File: config.mk
export PLATFORM = sky130hd
export DESIGN_NAME = crc16_reflected_byte_engine
export DESIGN_NICKNAME = d
export VERILOG_FILES = /design/src/sv/crc16re_pkg.sv /design/src/sv/crc16re_front.sv /design/src/sv/crc16re_back.sv /design/src/sv/crc16_reflected_byte_engine.sv
export SDC_FILE = /design/constraint.sdc
export NUM_CORES = 1
export LEC_CHECK = 0
export ABC_CLOCK_PERIOD_IN_PS = 5470
export BUFFER_PORTS_ARGS = -buffer_cell sky130_fd_sc_hd__buf_2
export CORE_MARGIN = 3
export CORE_UTILIZATION = 61
export DETAILED_ROUTE_END_ITERATION = 6
export PLACE_DENSITY = 0.81
export REMOVE_ABC_BUFFERS = 1
export SLEW_MARGIN = 40
export SYNTH_ARGS = -nofsm -noshare
export SYNTH_HDL_FRONTEND = slang
export SYNTH_SLANG_ARGS = --single-unit
export TNS_END_PERCENT = 30
File: constraint.sdc
create_clock -name clock -period 5.47 [get_ports clock]
set_input_delay 1.094 -clock clock [delete_from_list [all_inputs] [get_ports clock]]
set_output_delay 1.094 -clock clock [all_outputs]
set_load 0.005 [all_outputs]
File: src/sv/crc16re_pkg.sv
// ----------------------------------------------------------------------------
// CRC-16 reflected byte engine package
// Shared widths, reset values, register indexes, queue entry type and the
// byte absorb function of the reflected CRC.
// ----------------------------------------------------------------------------
package crc16re_pkg;

   localparam int CRC_WIDTH   = 16;
   localparam int DATA_WIDTH  = 8;
   localparam int CSR_IDX_WIDTH = 2;

   localparam int QUEUE_DEPTH = 4;
   localparam int PTR_WIDTH   = $clog2(QUEUE_DEPTH);
   localparam int CNT_WIDTH   = $clog2(QUEUE_DEPTH + 1);

   localparam logic [CRC_WIDTH-1:0] POLY_RESET  = 16'hA001;
   localparam logic [CRC_WIDTH-1:0] START_RESET = 16'hFFFF;
   localparam logic [CRC_WIDTH-1:0] CRC_RESET   = 16'hFFFF;

   localparam logic [CSR_IDX_WIDTH-1:0] CSR_POLYNOMIAL  = 2'd0;
   localparam logic [CSR_IDX_WIDTH-1:0] CSR_START_VALUE = 2'd1;

   typedef enum logic {
      OP_CONTINUE,
      OP_RESTART
   } crc16re_op_type;

   typedef struct packed {
      crc16re_op_type        op;
      logic [DATA_WIDTH-1:0] data;
      logic                  last;
   } crc16re_entry_type;

   typedef struct packed {
      logic              valid;
      crc16re_entry_type entry;
   } crc16re_head_type;

   function automatic logic [CRC_WIDTH-1:0] absorb_byte(
      input logic [CRC_WIDTH-1:0]  crc,
      input logic [DATA_WIDTH-1:0] data,
      input logic [CRC_WIDTH-1:0]  poly
   );
      logic [CRC_WIDTH-1:0] value;
      value = crc ^ {{(CRC_WIDTH-DATA_WIDTH){1'b0}}, data};
      for (int k = 0; k < DATA_WIDTH; k++) begin
         if (value[0]) begin
            value = (value >> 1) ^ poly;
         end else begin
            value = value >> 1;
         end
      end
      return value;
   endfunction

endpackage

File: src/sv/crc16re_front.sv
// ----------------------------------------------------------------------------
// CRC-16 front end
// Accepts request beats, tags each byte as a restart or a continuation and
// holds it in a short queue until the back end takes it.
// ----------------------------------------------------------------------------
module crc16re_front (
   input  logic                                 clock,
   input  logic                                 reset,
   input  logic                                 req_valid,
   output logic                                 req_ready,
   input  logic [crc16re_pkg::DATA_WIDTH-1:0]   req_data_byte,
   input  logic                                 req_first_byte,
   input  logic                                 req_last_byte,
   output crc16re_pkg::crc16re_head_type        head,
   input  logic                                 pop
);
   import crc16re_pkg::*;

   crc16re_entry_type    queue_ff [QUEUE_DEPTH];
   logic [PTR_WIDTH-1:0] wr_ptr_ff, wr_ptr_in;
   logic [PTR_WIDTH-1:0] rd_ptr_ff, rd_ptr_in;
   logic [CNT_WIDTH-1:0] count_ff, count_in;
   logic                 push;
   logic                 do_pop;
   crc16re_entry_type    new_entry;

   assign req_ready = (count_ff != CNT_WIDTH'(QUEUE_DEPTH));
   assign push      = req_valid && req_ready;
   assign do_pop    = pop && (count_ff != '0);

   always_comb begin
      new_entry.op   = req_first_byte ? OP_RESTART : OP_CONTINUE;
      new_entry.data = req_data_byte;
      new_entry.last = req_last_byte;
   end

   always_comb begin
      wr_ptr_in = push   ? wr_ptr_ff + 1'b1 : wr_ptr_ff;
      rd_ptr_in = do_pop ? rd_ptr_ff + 1'b1 : rd_ptr_ff;
      count_in  = count_ff + CNT_WIDTH'(push) - CNT_WIDTH'(do_pop);
   end

   always_ff @(posedge clock) begin
      if (reset) begin
         wr_ptr_ff <= '0;
         rd_ptr_ff <= '0;
         count_ff  <= '0;
      end else begin
         wr_ptr_ff <= wr_ptr_in;
         rd_ptr_ff <= rd_ptr_in;
         count_ff  <= count_in;
      end
   end

   always_ff @(posedge clock) begin
      if (push) begin
         queue_ff[wr_ptr_ff] <= new_entry;
      end
   end

   assign head.valid = (count_ff != '0);
   assign head.entry = queue_ff[rd_ptr_ff];

endmodule

File: src/sv/crc16re_back.sv
// ----------------------------------------------------------------------------
// CRC-16 back end
// Takes queued bytes, absorbs each into the running CRC register and
// presents the updated value in a registered response stage.
// ----------------------------------------------------------------------------
module crc16re_back (
   input  logic                                 clock,
   input  logic                                 reset,
   input  crc16re_pkg::crc16re_head_type        head,
   output logic                                 pop,
   input  logic [crc16re_pkg::CRC_WIDTH-1:0]    polynomial,
   input  logic [crc16re_pkg::CRC_WIDTH-1:0]    start_value,
   output logic                                 rsp_valid,
   input  logic                                 rsp_ready,
   output logic [crc16re_pkg::CRC_WIDTH-1:0]    rsp_crc_value,
   output logic                                 rsp_is_final
);
   import crc16re_pkg::*;

   logic [CRC_WIDTH-1:0] crc_ff, crc_in;
   logic                 rsp_valid_ff, rsp_valid_in;
   logic [CRC_WIDTH-1:0] rsp_crc_ff;
   logic                 rsp_final_ff;
   logic [CRC_WIDTH-1:0] base;
   logic                 out_free;

   assign out_free = !rsp_valid_ff || rsp_ready;
   assign pop      = head.valid && out_free;

   always_comb begin
      base   = (head.entry.op == OP_RESTART) ? start_value : crc_ff;
      crc_in = absorb_byte(base, head.entry.data, polynomial);
      if (pop) begin
         rsp_valid_in = 1'b1;
      end else if (rsp_ready) begin
         rsp_valid_in = 1'b0;
      end else begin
         rsp_valid_in = rsp_valid_ff;
      end
   end

   always_ff @(posedge clock) begin
      if (reset) begin
         crc_ff       <= CRC_RESET;
         rsp_valid_ff <= 1'b0;
      end else begin
         rsp_valid_ff <= rsp_valid_in;
         if (pop) begin
            crc_ff <= crc_in;
         end
      end
   end

   always_ff @(posedge clock) begin
      if (pop) begin
         rsp_crc_ff   <= crc_in;
         rsp_final_ff <= head.entry.last;
      end
   end

   assign rsp_valid     = rsp_valid_ff;
   assign rsp_crc_value = rsp_crc_ff;
   assign rsp_is_final  = rsp_final_ff;

endmodule

File: src/sv/crc16_reflected_byte_engine.sv
// Path: an accepted byte is written into the front-end queue, then the back end absorbs it and registers its CRC beat.
// Throughput: one byte per cycle while the response side is not stalled; the eight-step absorb is combinational.
// A four-entry queue lets the request side keep accepting, until it is full, while a response beat is stalled.
// Reset: synchronous; polynomial 0xA001, start value 0xFFFF, CRC register 0xFFFF, queue empty.
// ----------------------------------------------------------------------------
// CRC-16 reflected byte engine
// Byte-serial reflected CRC-16 with a configurable polynomial and start value.
// ----------------------------------------------------------------------------
module crc16_reflected_byte_engine (
   input  logic                                   clock,
   input  logic                                   reset,
   input  logic                                   req_valid,
   output logic                                   req_ready,
   input  logic [crc16re_pkg::DATA_WIDTH-1:0]     req_data_byte,
   input  logic                                   req_first_byte,
   input  logic                                   req_last_byte,
   output logic                                   rsp_valid,
   input  logic                                   rsp_ready,
   output logic [crc16re_pkg::CRC_WIDTH-1:0]      rsp_crc_value,
   output logic                                   rsp_is_final,
   input  logic                                   csr_wr_en,
   input  logic [crc16re_pkg::CSR_IDX_WIDTH-1:0]  csr_index,
   input  logic [crc16re_pkg::CRC_WIDTH-1:0]      csr_wr_data
);
   import crc16re_pkg::*;

   logic [CRC_WIDTH-1:0] poly_ff, poly_in;
   logic [CRC_WIDTH-1:0] start_ff, start_in;
   crc16re_head_type     head;
   logic                 pop;

   always_comb begin
      poly_in  = poly_ff;
      start_in = start_ff;
      if (csr_wr_en) begin
         unique case (csr_index)
            CSR_POLYNOMIAL:  poly_in  = csr_wr_data;
            CSR_START_VALUE: start_in = csr_wr_data;
            default: ;
         endcase
      end
   end

   always_ff @(posedge clock) begin
      if (reset) begin
         poly_ff  <= POLY_RESET;
         start_ff <= START_RESET;
      end else begin
         poly_ff  <= poly_in;
         start_ff <= start_in;
      end
   end

   crc16re_front u_front (
      .clock          (clock),
      .reset          (reset),
      .req_valid      (req_valid),
      .req_ready      (req_ready),
      .req_data_byte  (req_data_byte),
      .req_first_byte (req_first_byte),
      .req_last_byte  (req_last_byte),
      .head           (head),
      .pop            (pop)
   );

   crc16re_back u_back (
      .clock         (clock),
      .reset         (reset),
      .head          (head),
      .pop           (pop),
      .polynomial    (poly_ff),
      .start_value   (start_ff),
      .rsp_valid     (rsp_valid),
      .rsp_ready     (rsp_ready),
      .rsp_crc_value (rsp_crc_value),
      .rsp_is_final  (rsp_is_final)
   );

endmodule

# Word level (Yosys, flattened, before mapping)
# Memory sizes are Yosys's and may differ from the RTL's. A register that Yosys moved wholly into a read port is not among the register bits.
# Index checks and enable logic that the tools add are counted.
totals:
  register_bits: 73
  output_inout_bits: 19
  ram_bits: 40
  inputBits: 33
  n_memories: 1
mem_list:
  columns: ["memory", "words", "word_bits", "rd", "rd_ports_with_merged_regs", "wr", "line", "text"]
  rows:
  - ["u_front.queue_ff", 4, 10, 1, 1, 1, "crc16re_front.sv:19", "crc16re_entry_type queue_ff [QUEUE_DEPTH];"]
classes:
  n_reduce_logical: 10
  n_eq_ne: 2
  addsub: 4
  mux: 16
  n_bitwise: 9
ops:
  columns: ["cell", "n"]
  rows:
  - ["two-way mux 16 bit", 9]
  - ["XOR 15 x 16 -> 16 bit", 8]
  - ["XOR 16 x 8 -> 16 bit", 1]
  - ["two-way mux 1 bit", 5]
  - ["adder 2 x 1 -> 2 bit, second input constant", 2]
  - ["two-way mux 2 bit", 2]
  - ["AND reduction 2 bit", 2]
  - ["adder 3 x 1 -> 3 bit", 1]
  - ["logical AND 1 bit", 3]
  - ["!= test 3 bit, second input constant", 1]
  - ["nonzero test 3 bit", 1]
  - ["subtractor 3 x 1 -> 3 bit", 1]
  - ["== test 2 x 1 -> 1 bit, second input constant", 1]
  - ["zero test 2 bit", 1]
  - ["nonzero test 2 bit", 1]
  - ["zero test 1 bit", 1]
  - ["logical OR 1 bit", 1]

# Depth between registers and ports, before layout
# Gate-level depths: netlist of the first run.
logic_depth:
  depth_word: 18
  mapped_depth: 19
  depth_no_buf: 14

# By module
# From an unflattened synthesis of the first run, not the netlist that was laid out.
hier_totals:
  cells_unflattened: 746
  area_unflattened_um2: 7317.0
modules_own_cells:
  columns: ["module", "seq_area_each_um2", "cells_per_inst", "area_each_um2", "instances"]
  rows:
  - ["crc16re_back", 850.8, 507, 4036.4, 1]
  - ["crc16re_front", 1381.3, 101, 1933.1, 1]
  - ["crc16_reflected_byte_engine", 640.6, 138, 1347.5, 1]

# Worst setup path before layout of the first run
# No wires, ideal clock.
synth_timing:
  path_kind: "flip-flop to flip-flop"
  startpoint: "register (tool-made name)"
  endpoint: "register u_back.crc_ff[8]"
  stages_incl_launch_ff: 18
  t_arrival_ns: 4.429
  slack_ns: 0.967
  required_ns: 5.396
  n_path_buf: 3
  period_less_slack_ns: 4.503
  setup_time_ns: 0.074
  path_cell_list: "dfxtp_1 -> buf_6 -> mux4_2 -> buf_6 -> mux2i_4 -> mux2i_1 -> nand2_1 -> a32o_1 -> a31oi_1 -> xnor3_1 -> a21boi_1 -> o41ai_1 -> a211oi_2 -> xnor2_2 -> xnor2_2 -> buf_6 -> or3b_1 -> a31oi_1"
synth_lines:
  columns: ["item", "line", "text"]
  rows:
  - ["end signal, assigned", "crc16re_back.sv:49", "crc_ff <= crc_in;"]
  - ["end, declared", "crc16re_back.sv:20", "logic [CRC_WIDTH-1:0] crc_ff, crc_in;"]

==> metrics.md, run 1 <==
| Metric | Value |
|---|---|
| CTS resizes | 0 |
| Synthesized-area fraction occupied by adder cells | 1.32% |
| Via-to-Cell Ratio | 6.20 |
| Max-cap check violation count | 0 |
| Worst Setup Start Kind | register |
| Multi-input gate area | 4060 um2 |
| Hold_buf cts | 0 |
| Tightest Hold Check Type | reg2reg |
| Synthesized area per cell | 9.81 um2 |
| Mapped Cells | ~730 |
| Reg area | 2870 um2 |
| Final setup vio count | 0 |
| GRT Residual Overflow | 0 |
| Top FF cell, synth | dfxtp_1 |
| FP Rows | 39 |
| Crit-path max cell delay | between 0.6 and 0.7 ns |
| Antenna-violating nets left | 0 |
| YS warnings | 0 |
| Overall routed net length | 18,000 um |
| Num CTS Buffers | 17 |
| Fin Setup TNS | 0 ns |
| Htree depth | 4 |
| Period utilization | between 90% and 100% |
| Clock Pin Slew Worst Setup and Hold Paths | 0.05 ns |
| Final Max Tran Viols | 0 |
| Yosys reg bits | between 100 and 150 |
| EDFF count, synth | 57 |
| Layout area overhead | 12.4% |
| Critical R2R Capture | u_back.crc_ff[7] |
| Initial antenna violation count | 0 |
| Final net count | 811 |
| Area share of the largest cell type after synthesis | 23.8% |
| Post-CTS setup buffer count | 0 |
| Num ports | 52 |
| Number of distinct library cells after synthesis | 83 |
| Number of DRC markers in iteration 0 | approximately 440 |
| Skew final | 0.00830 ns |
| Worst-case reg-to-reg path depth | 15 |
| Layout cells sized above 1 | between 10% and 20% |
| Die footprint | between 10,000 and 15,000 um2 |
| Initial core utilization | around 63% |
| R2R Setup Slk | 0.40 ns |
| RD Place Congestion | ~0.95 |
| Commonest cells post-synth | 178 x nand2_1, 62 x xnor2_1, 58 x dfxtp_1 |
| Yosys top cell by area | edfxtp_1 |
| Chip Width | between 100 and 150 um |
| Util after Layout | between 70% and 80% |
| Layout filler cell count | 810 |
| Critical path class | reg2reg |
| DRC | 0 |
| Cell family with most CP delay | XOR/XNOR gates |
| Final hold vios | 0 |
| Critical Path Sink Type | register |
| Hold_sp | u_back.rsp_valid |
| First-pass GRT wire length | approximately 29,000 um |
| TritonCTS clock tree | yes |
| DP Worst Slack | 0.523 ns |
| Total GRT Usage | 28.7% |
| Port Buf Inserts | approximately 50 |
| Status | finished clean |
| Crit path to | u_back.crc_ff[7] |
| Core box area | 11,500 um2 |
| RSZ-0062 raised after global routing | false |
| Post-Synth Simple-Gate Area | 19.7% |
| Crit path max-delay cell type | mux4_2 |
| Seq/Total Area, Yosys | 39.9% |
| Count leader, synth | nand2_1 |
| Clock latency on the worst-skew pair | 0.41 ns |
| Synth Area in Compound Gates | 9.80% |
| Crit path depth | 15 |
| Synth area leaders | edfxtp_1 24%, dfxtp_1 16%, nand2_1 9.3% |
| Routed length per instance | 19.4 um |
| Main combinational cell family by area after synthesis | simple AND/OR/NAND/NOR gates |
| Async SR Flop Fraction | 0% |
| Vias in the first global route | 5,610 |
| WP data required | 5.80 ns |
| Post-synthesis xor/xnor area fraction | 17.3% |
| Clk sinks | 115 |
| CTS root buffer | clkbuf_16 |
| Buffer depth of the longest clock path | 2 |
| Pin count of the biggest net entering global routing | 60 |
| Least-Margin Pin Slew | 0.822 ns |
| Post-route setup slack | 0.395 ns |
| Crit path time final | 5.07 ns |
| CP Max Fanout | 14 |
| Critical path cell sequence | mux4_2, mux2i_4, xor2_1, o21ai_0, a31oi_2, o21ai_1, buf_4, and3_1, o21ai_0, xnor3_1, nand2_1, xnor3_1, xor2_1, xnor2_1, a2bb2oi_1 |
| Ant diodes | 0 |
| DR vias | 5,743 |
| Post-Synthesis Cell Area | ~7000 um2 |
| First-pass DRT Iterations | 4 |
| Post-synthesis mux area share | roughly 7.9% |
| Worst Hold Slack | 0.465 ns |
| Slew margin rel. | between 40% and 50% |
| Die height | 115 um |
| Max frequency | between 150 and 200 MHz |
| Buf+Inv Stages, Crit Path | 1 |
| Critical Path AT | 5.41 ns |
| Dpl hpwl | approximately 12,000 um |
## worst min-delay path by stage
stage               depth (start not counted)                end  slack, ns
finish                                      2   u_back.rsp_valid       0.46
floorplan                                   2  u_back.crc_ff[13]       0.43
CTS                                         2   u_back.rsp_valid       0.47
global route                                2       start_ff[11]       0.50
global placement                            2        start_ff[6]       0.45
detailed placement                          2       start_ff[11]       0.46
## metal layers
metal | vias to the layer above | GRT usage (%) | wire, um
li1 | 2635 | - | -
met1 | 2788 | 38.8 | 7350
met2 | 273 | 45.1 | 8740
met3 | 47 | 6.92 | 1420
met4 | 0 | 10.9 | 485
met5 | - | 0 | 0
## layout make-up
| class | instances | share of cell area (%) |
|---|---|---|
| timing repair buffer | 70 | 4.91 |
| sequential | 115 | 35.5 |
| clock inverter | 11 | 1.10 |
| tap | 143 | 2.21 |
| clock buffer | 21 | 5.56 |
| multi-input combinational | 553 | 50.1 |
| inverter | 14 | 0.649 |
## kinds of logic (layout without fill, tap and decap cells)
family                     Yosys count  count (layout)
AOI/OAI and AO/OA                   93              93
xor gates and xnor gates           111             111
adders and majority gates            7               7
buffers and inverters               66             116
DFF                                115             115
muxes                               39              39
and+or+nand+nor                    303             303
## per-stage QoR
| step | instance area (um2) | instances |
|---|---|---|
| final | 8100 | 927 |
| after global routing | 8100 | 927 |
| after CTS | 8100 | 927 |
| after detailed placement | 7560 | 895 |
| after global placement | 7540 | 895 |
| after floorplan | 6960 | 682 |
## worst min-delay path, cell delays in order, from the launching register on
cell	delay, ns
dfxtp_1	0.31
nand2_1	0.05
a21oi_1	0.05
## cells in the final DEF (no fill, tap or decap), types with 5 or more instances in the layout
master / n
a21oi_1: 24
a2bb2oi_1: 8
and2_1: 5
and3_1: 9
buf_2: 51
buf_4: 19
clkbuf_16: 17
clkinv_1: 5
dfxtp_1: 58
edfxtp_1: 57
ha_1: 6
inv_1: 11
mux2i_1: 25
mux4_1: 6
nand2_1: 178
nand3_1: 6
nand3b_1: 19
nor2_1: 36
nor3_1: 13
nor3b_1: 8
o21ai_0: 9
xnor2_1: 61
xnor3_1: 17
xor2_1: 28
## sequential cells by signal, indices dropped and copies added (netlist names), named ones only
signal / count
poly_ff: 16
start_ff: 16
u_back.crc_ff: 16
u_back.rsp_crc_value: 16
u_back.rsp_is_final: 1
u_back.rsp_valid: 1
u_front.count_ff: 3
u_front.queue_ff: 40
u_front.rd_ptr_ff: 2
u_front.wr_ptr_ff: 2
Power of run 1 is left out: the tool's default activity adds up to more than one toggle a clock period on the data nets, which glitch-free logic cannot reach.
==> run 2: changes to the inputs <==
--- a/config.mk
+++ b/config.mk
@@ -11,7 +11,6 @@
 export CORE_UTILIZATION = 61
 export DETAILED_ROUTE_END_ITERATION = 6
 export PLACE_DENSITY = 0.81
-export REMOVE_ABC_BUFFERS = 1
 export SLEW_MARGIN = 40
 export SYNTH_ARGS = -nofsm -noshare
 export SYNTH_HDL_FRONTEND = slang
==> run 2 against run 1 <==
Compared with the run above:
- critical path depth fell by 1
- design area grew 1.2%
- wire length hardly changed
==> metrics.md, run 2 (synthesis results as in run 1) <==
| Metric | Value |
|---|---|
| Initial antenna violation count | 0 (unchanged) |
| Pin count of the biggest net entering global routing | 60 (unchanged) |
| RSZ-0062 raised after global routing | false |
| Hold_buf cts | 0 (unchanged) |
| Buf+Inv Stages, Crit Path | 0 (-1) |
| Number of DRC markers in iteration 0 | 504 (+15%) |
| DRC | 0 (unchanged) |
| Final Max Tran Viols | 0 (unchanged) |
| Crit path max-delay cell type | mux4_2 |
| Max FFs per register | 40 (unchanged) |
| Num ports | 52 (unchanged) |
| Antenna-violating nets left | 0 (unchanged) |
| Crit path time final | 5.05 ns (-0.0283 ns) |
| Layout cells sized above 1 | 17.3% (+0.83 points) |
| Die height | 115 um (unchanged) |
| First-pass DRT Iterations | 7 (+3) |
| Dpl hpwl | 12,100 um (-0.33%) |
| Buffer depth of the longest clock path | 2 (unchanged) |
| Port Buf Inserts | 51 (unchanged) |
| Crit-path max cell delay | 0.63 ns (+0.02 ns) |
| Initial core utilization | 62.8% (unchanged) |
| Vias in the first global route | 5,567 (-0.77%) |
| WP data required | 5.81 ns (about the same) |
| Syn nets | 774 |
| Status | finished clean |
| DR vias | 5,629 (-2.0%) |
| Tightest Hold Check Type | reg2reg |
| Clk sinks | 115 (unchanged) |
| Post-CTS setup buffer count | 0 (unchanged) |
| First-pass GRT wire length | 28,900 um (-0.97%) |
| Num CTS Buffers | 17 (unchanged) |
| Routed length per instance | 19.4 um (-0.25%) |
| Max-cap check violation count | 0 (unchanged) |
| TritonCTS clock tree | yes |
| Commonest non-fill, non-tap cell in the layout | nand2_1 |
| Critical path cell sequence | mux4_2, mux2i_4, xor2_1, o21ai_0, a31oi_2, o21ai_1, and3_1, o21ai_0, xnor3_1, nand2_1, xnor3_1, xor2_1, xnor2_1, a2bb2oi_1 |
| FP Rows | 39 (unchanged) |
| Met2 WL | 9140 um (+4.6%) |
| Period utilization | 92.3% (-0.52 points) |
| Die footprint | 13,100 um2 (unchanged) |
| Final net count | 814 (+0.37%) |
| Ant diodes | 0 (unchanged) |
| Overall routed net length | 18,000 um (about the same) |
| Slew margin rel. | 49.3% (+4.1 points) |
| Top reg by flops | u_front.queue_ff |
| Fin Setup TNS | 0 ns (unchanged) |
| Critical Path AT | 5.38 ns (-0.03 ns) |
| Cell family with most CP delay | XOR/XNOR gates |
| Critical path class | reg2reg |
| Clock Pin Slew Worst Setup and Hold Paths | 0.06 ns (about the same) |
| Chip Width | 115 um (unchanged) |
| Core box area | 11,500 um2 (unchanged) |
| CTS root buffer | clkbuf_16 |
| Via-to-Cell Ratio | 6.05 (-2.3%) |
| Final hold vios | 0 (unchanged) |
| CTS resizes | 0 (unchanged) |
| Worst Setup Start Kind | register |
| Max frequency | 198 MHz (+0.56%) |
| Skew final | 0.00675 ns (-0.00155 ns) |
| Critical Path Sink Type | register |
| Final setup vio count | 0 (unchanged) |
| Layout area overhead | 13.8% |
| Total GRT Usage | 28.7% (-0.075 points) |
| Most frequent cells in the layout | 178 x nand2_1, 61 x xnor2_1, 58 x dfxtp_1 |
| GRT Residual Overflow | 0 (unchanged) |
| Clock latency on the worst-skew pair | 0.41 ns (about the same) |
| Wl on met1 | 7160 um (-2.5%) |
| RD Place Congestion | 0.887 (-7.1%) |
| CP Max Fanout | 14 (unchanged) |
| Max layer used | met4 |
| Hold_sp | start_ff[13] |
| Htree depth | 4 (unchanged) |
| Met3 WL | 1330 um (-6.5%) |
| Least-Margin Pin Slew | 0.760 ns (-0.0613 ns) |
## run 2: cell types whose count changed in the layout (fill, tap and decap cells not counted), moves of 2 or more
cell	delta
buf_4	+3
clkinv_4	+3
bufinv_16	+2
inv_6	+3
clkinv_2	-3
clkbuf_1	-3
## run 2: routing by layer
layer | GRT usage, % | up-vias
met2 | 47.7 | 261
li1 | - | 2646
met3 | 5.81 | 32
met5 | 0 | -
met4 | 9.90 | 0
met1 | 37.4 | 2690
## run 2: cell type report
type / count / area [um2]
Sequential cell: 115 / 2870
Clock buffer: 17 / 425
Inverter: 14 / 52.6
Multi-Input combinational cell: 553 / 4060
Fill cell: 741 / 3270
Clock inverter: 15 / 183
Timing Repair Buffer: 73 / 420
Tap cell: 143 / 179
## run 2: path summary, 6_finish.rpt
| kind | cells after the start | slack [ns] | to |
|---|---|---|---|
| setup / recovery | 14 | 0.42 | u_back.crc_ff[7] |
| hold / removal | 2 | 0.47 | start_ff[13] |
| setup reg to reg | 14 | 0.42 | u_back.crc_ff[7] |
| hold reg to reg | 2 | 0.47 | start_ff[13] |
## run 2: per-stage QoR
stage          std cells  hold slack [ns]  setup slack [ns]  instance area, um2  util [%]
3_5_place_dp         898            0.462             0.578                7590      66.2
6_report             930            0.472             0.424                8190      71.5
4_1_cts              930            0.474             0.498                8190      71.5
2_1_floorplan        734            0.435             0.967                7200         -
5_1_grt              930            0.507             0.127                8190      71.5
3_3_place_gp         898            0.448             0.459                7560      65.9
## run 2: worst register-to-register path, stage by stage, from the launching register on
cell and delay [ns]:
dfxtp_1 0.39, mux4_2 0.63, mux2i_4 0.23, xor2_1 0.48, o21ai_0 0.27, a31oi_2 0.28
o21ai_1 0.25, and3_1 0.24, o21ai_0 0.35, xnor3_1 0.50, nand2_1 0.17, xnor3_1 0.42
xor2_1 0.17, xnor2_1 0.38, a2bb2oi_1 0.21
Power of run 2 is left out for the same reason.
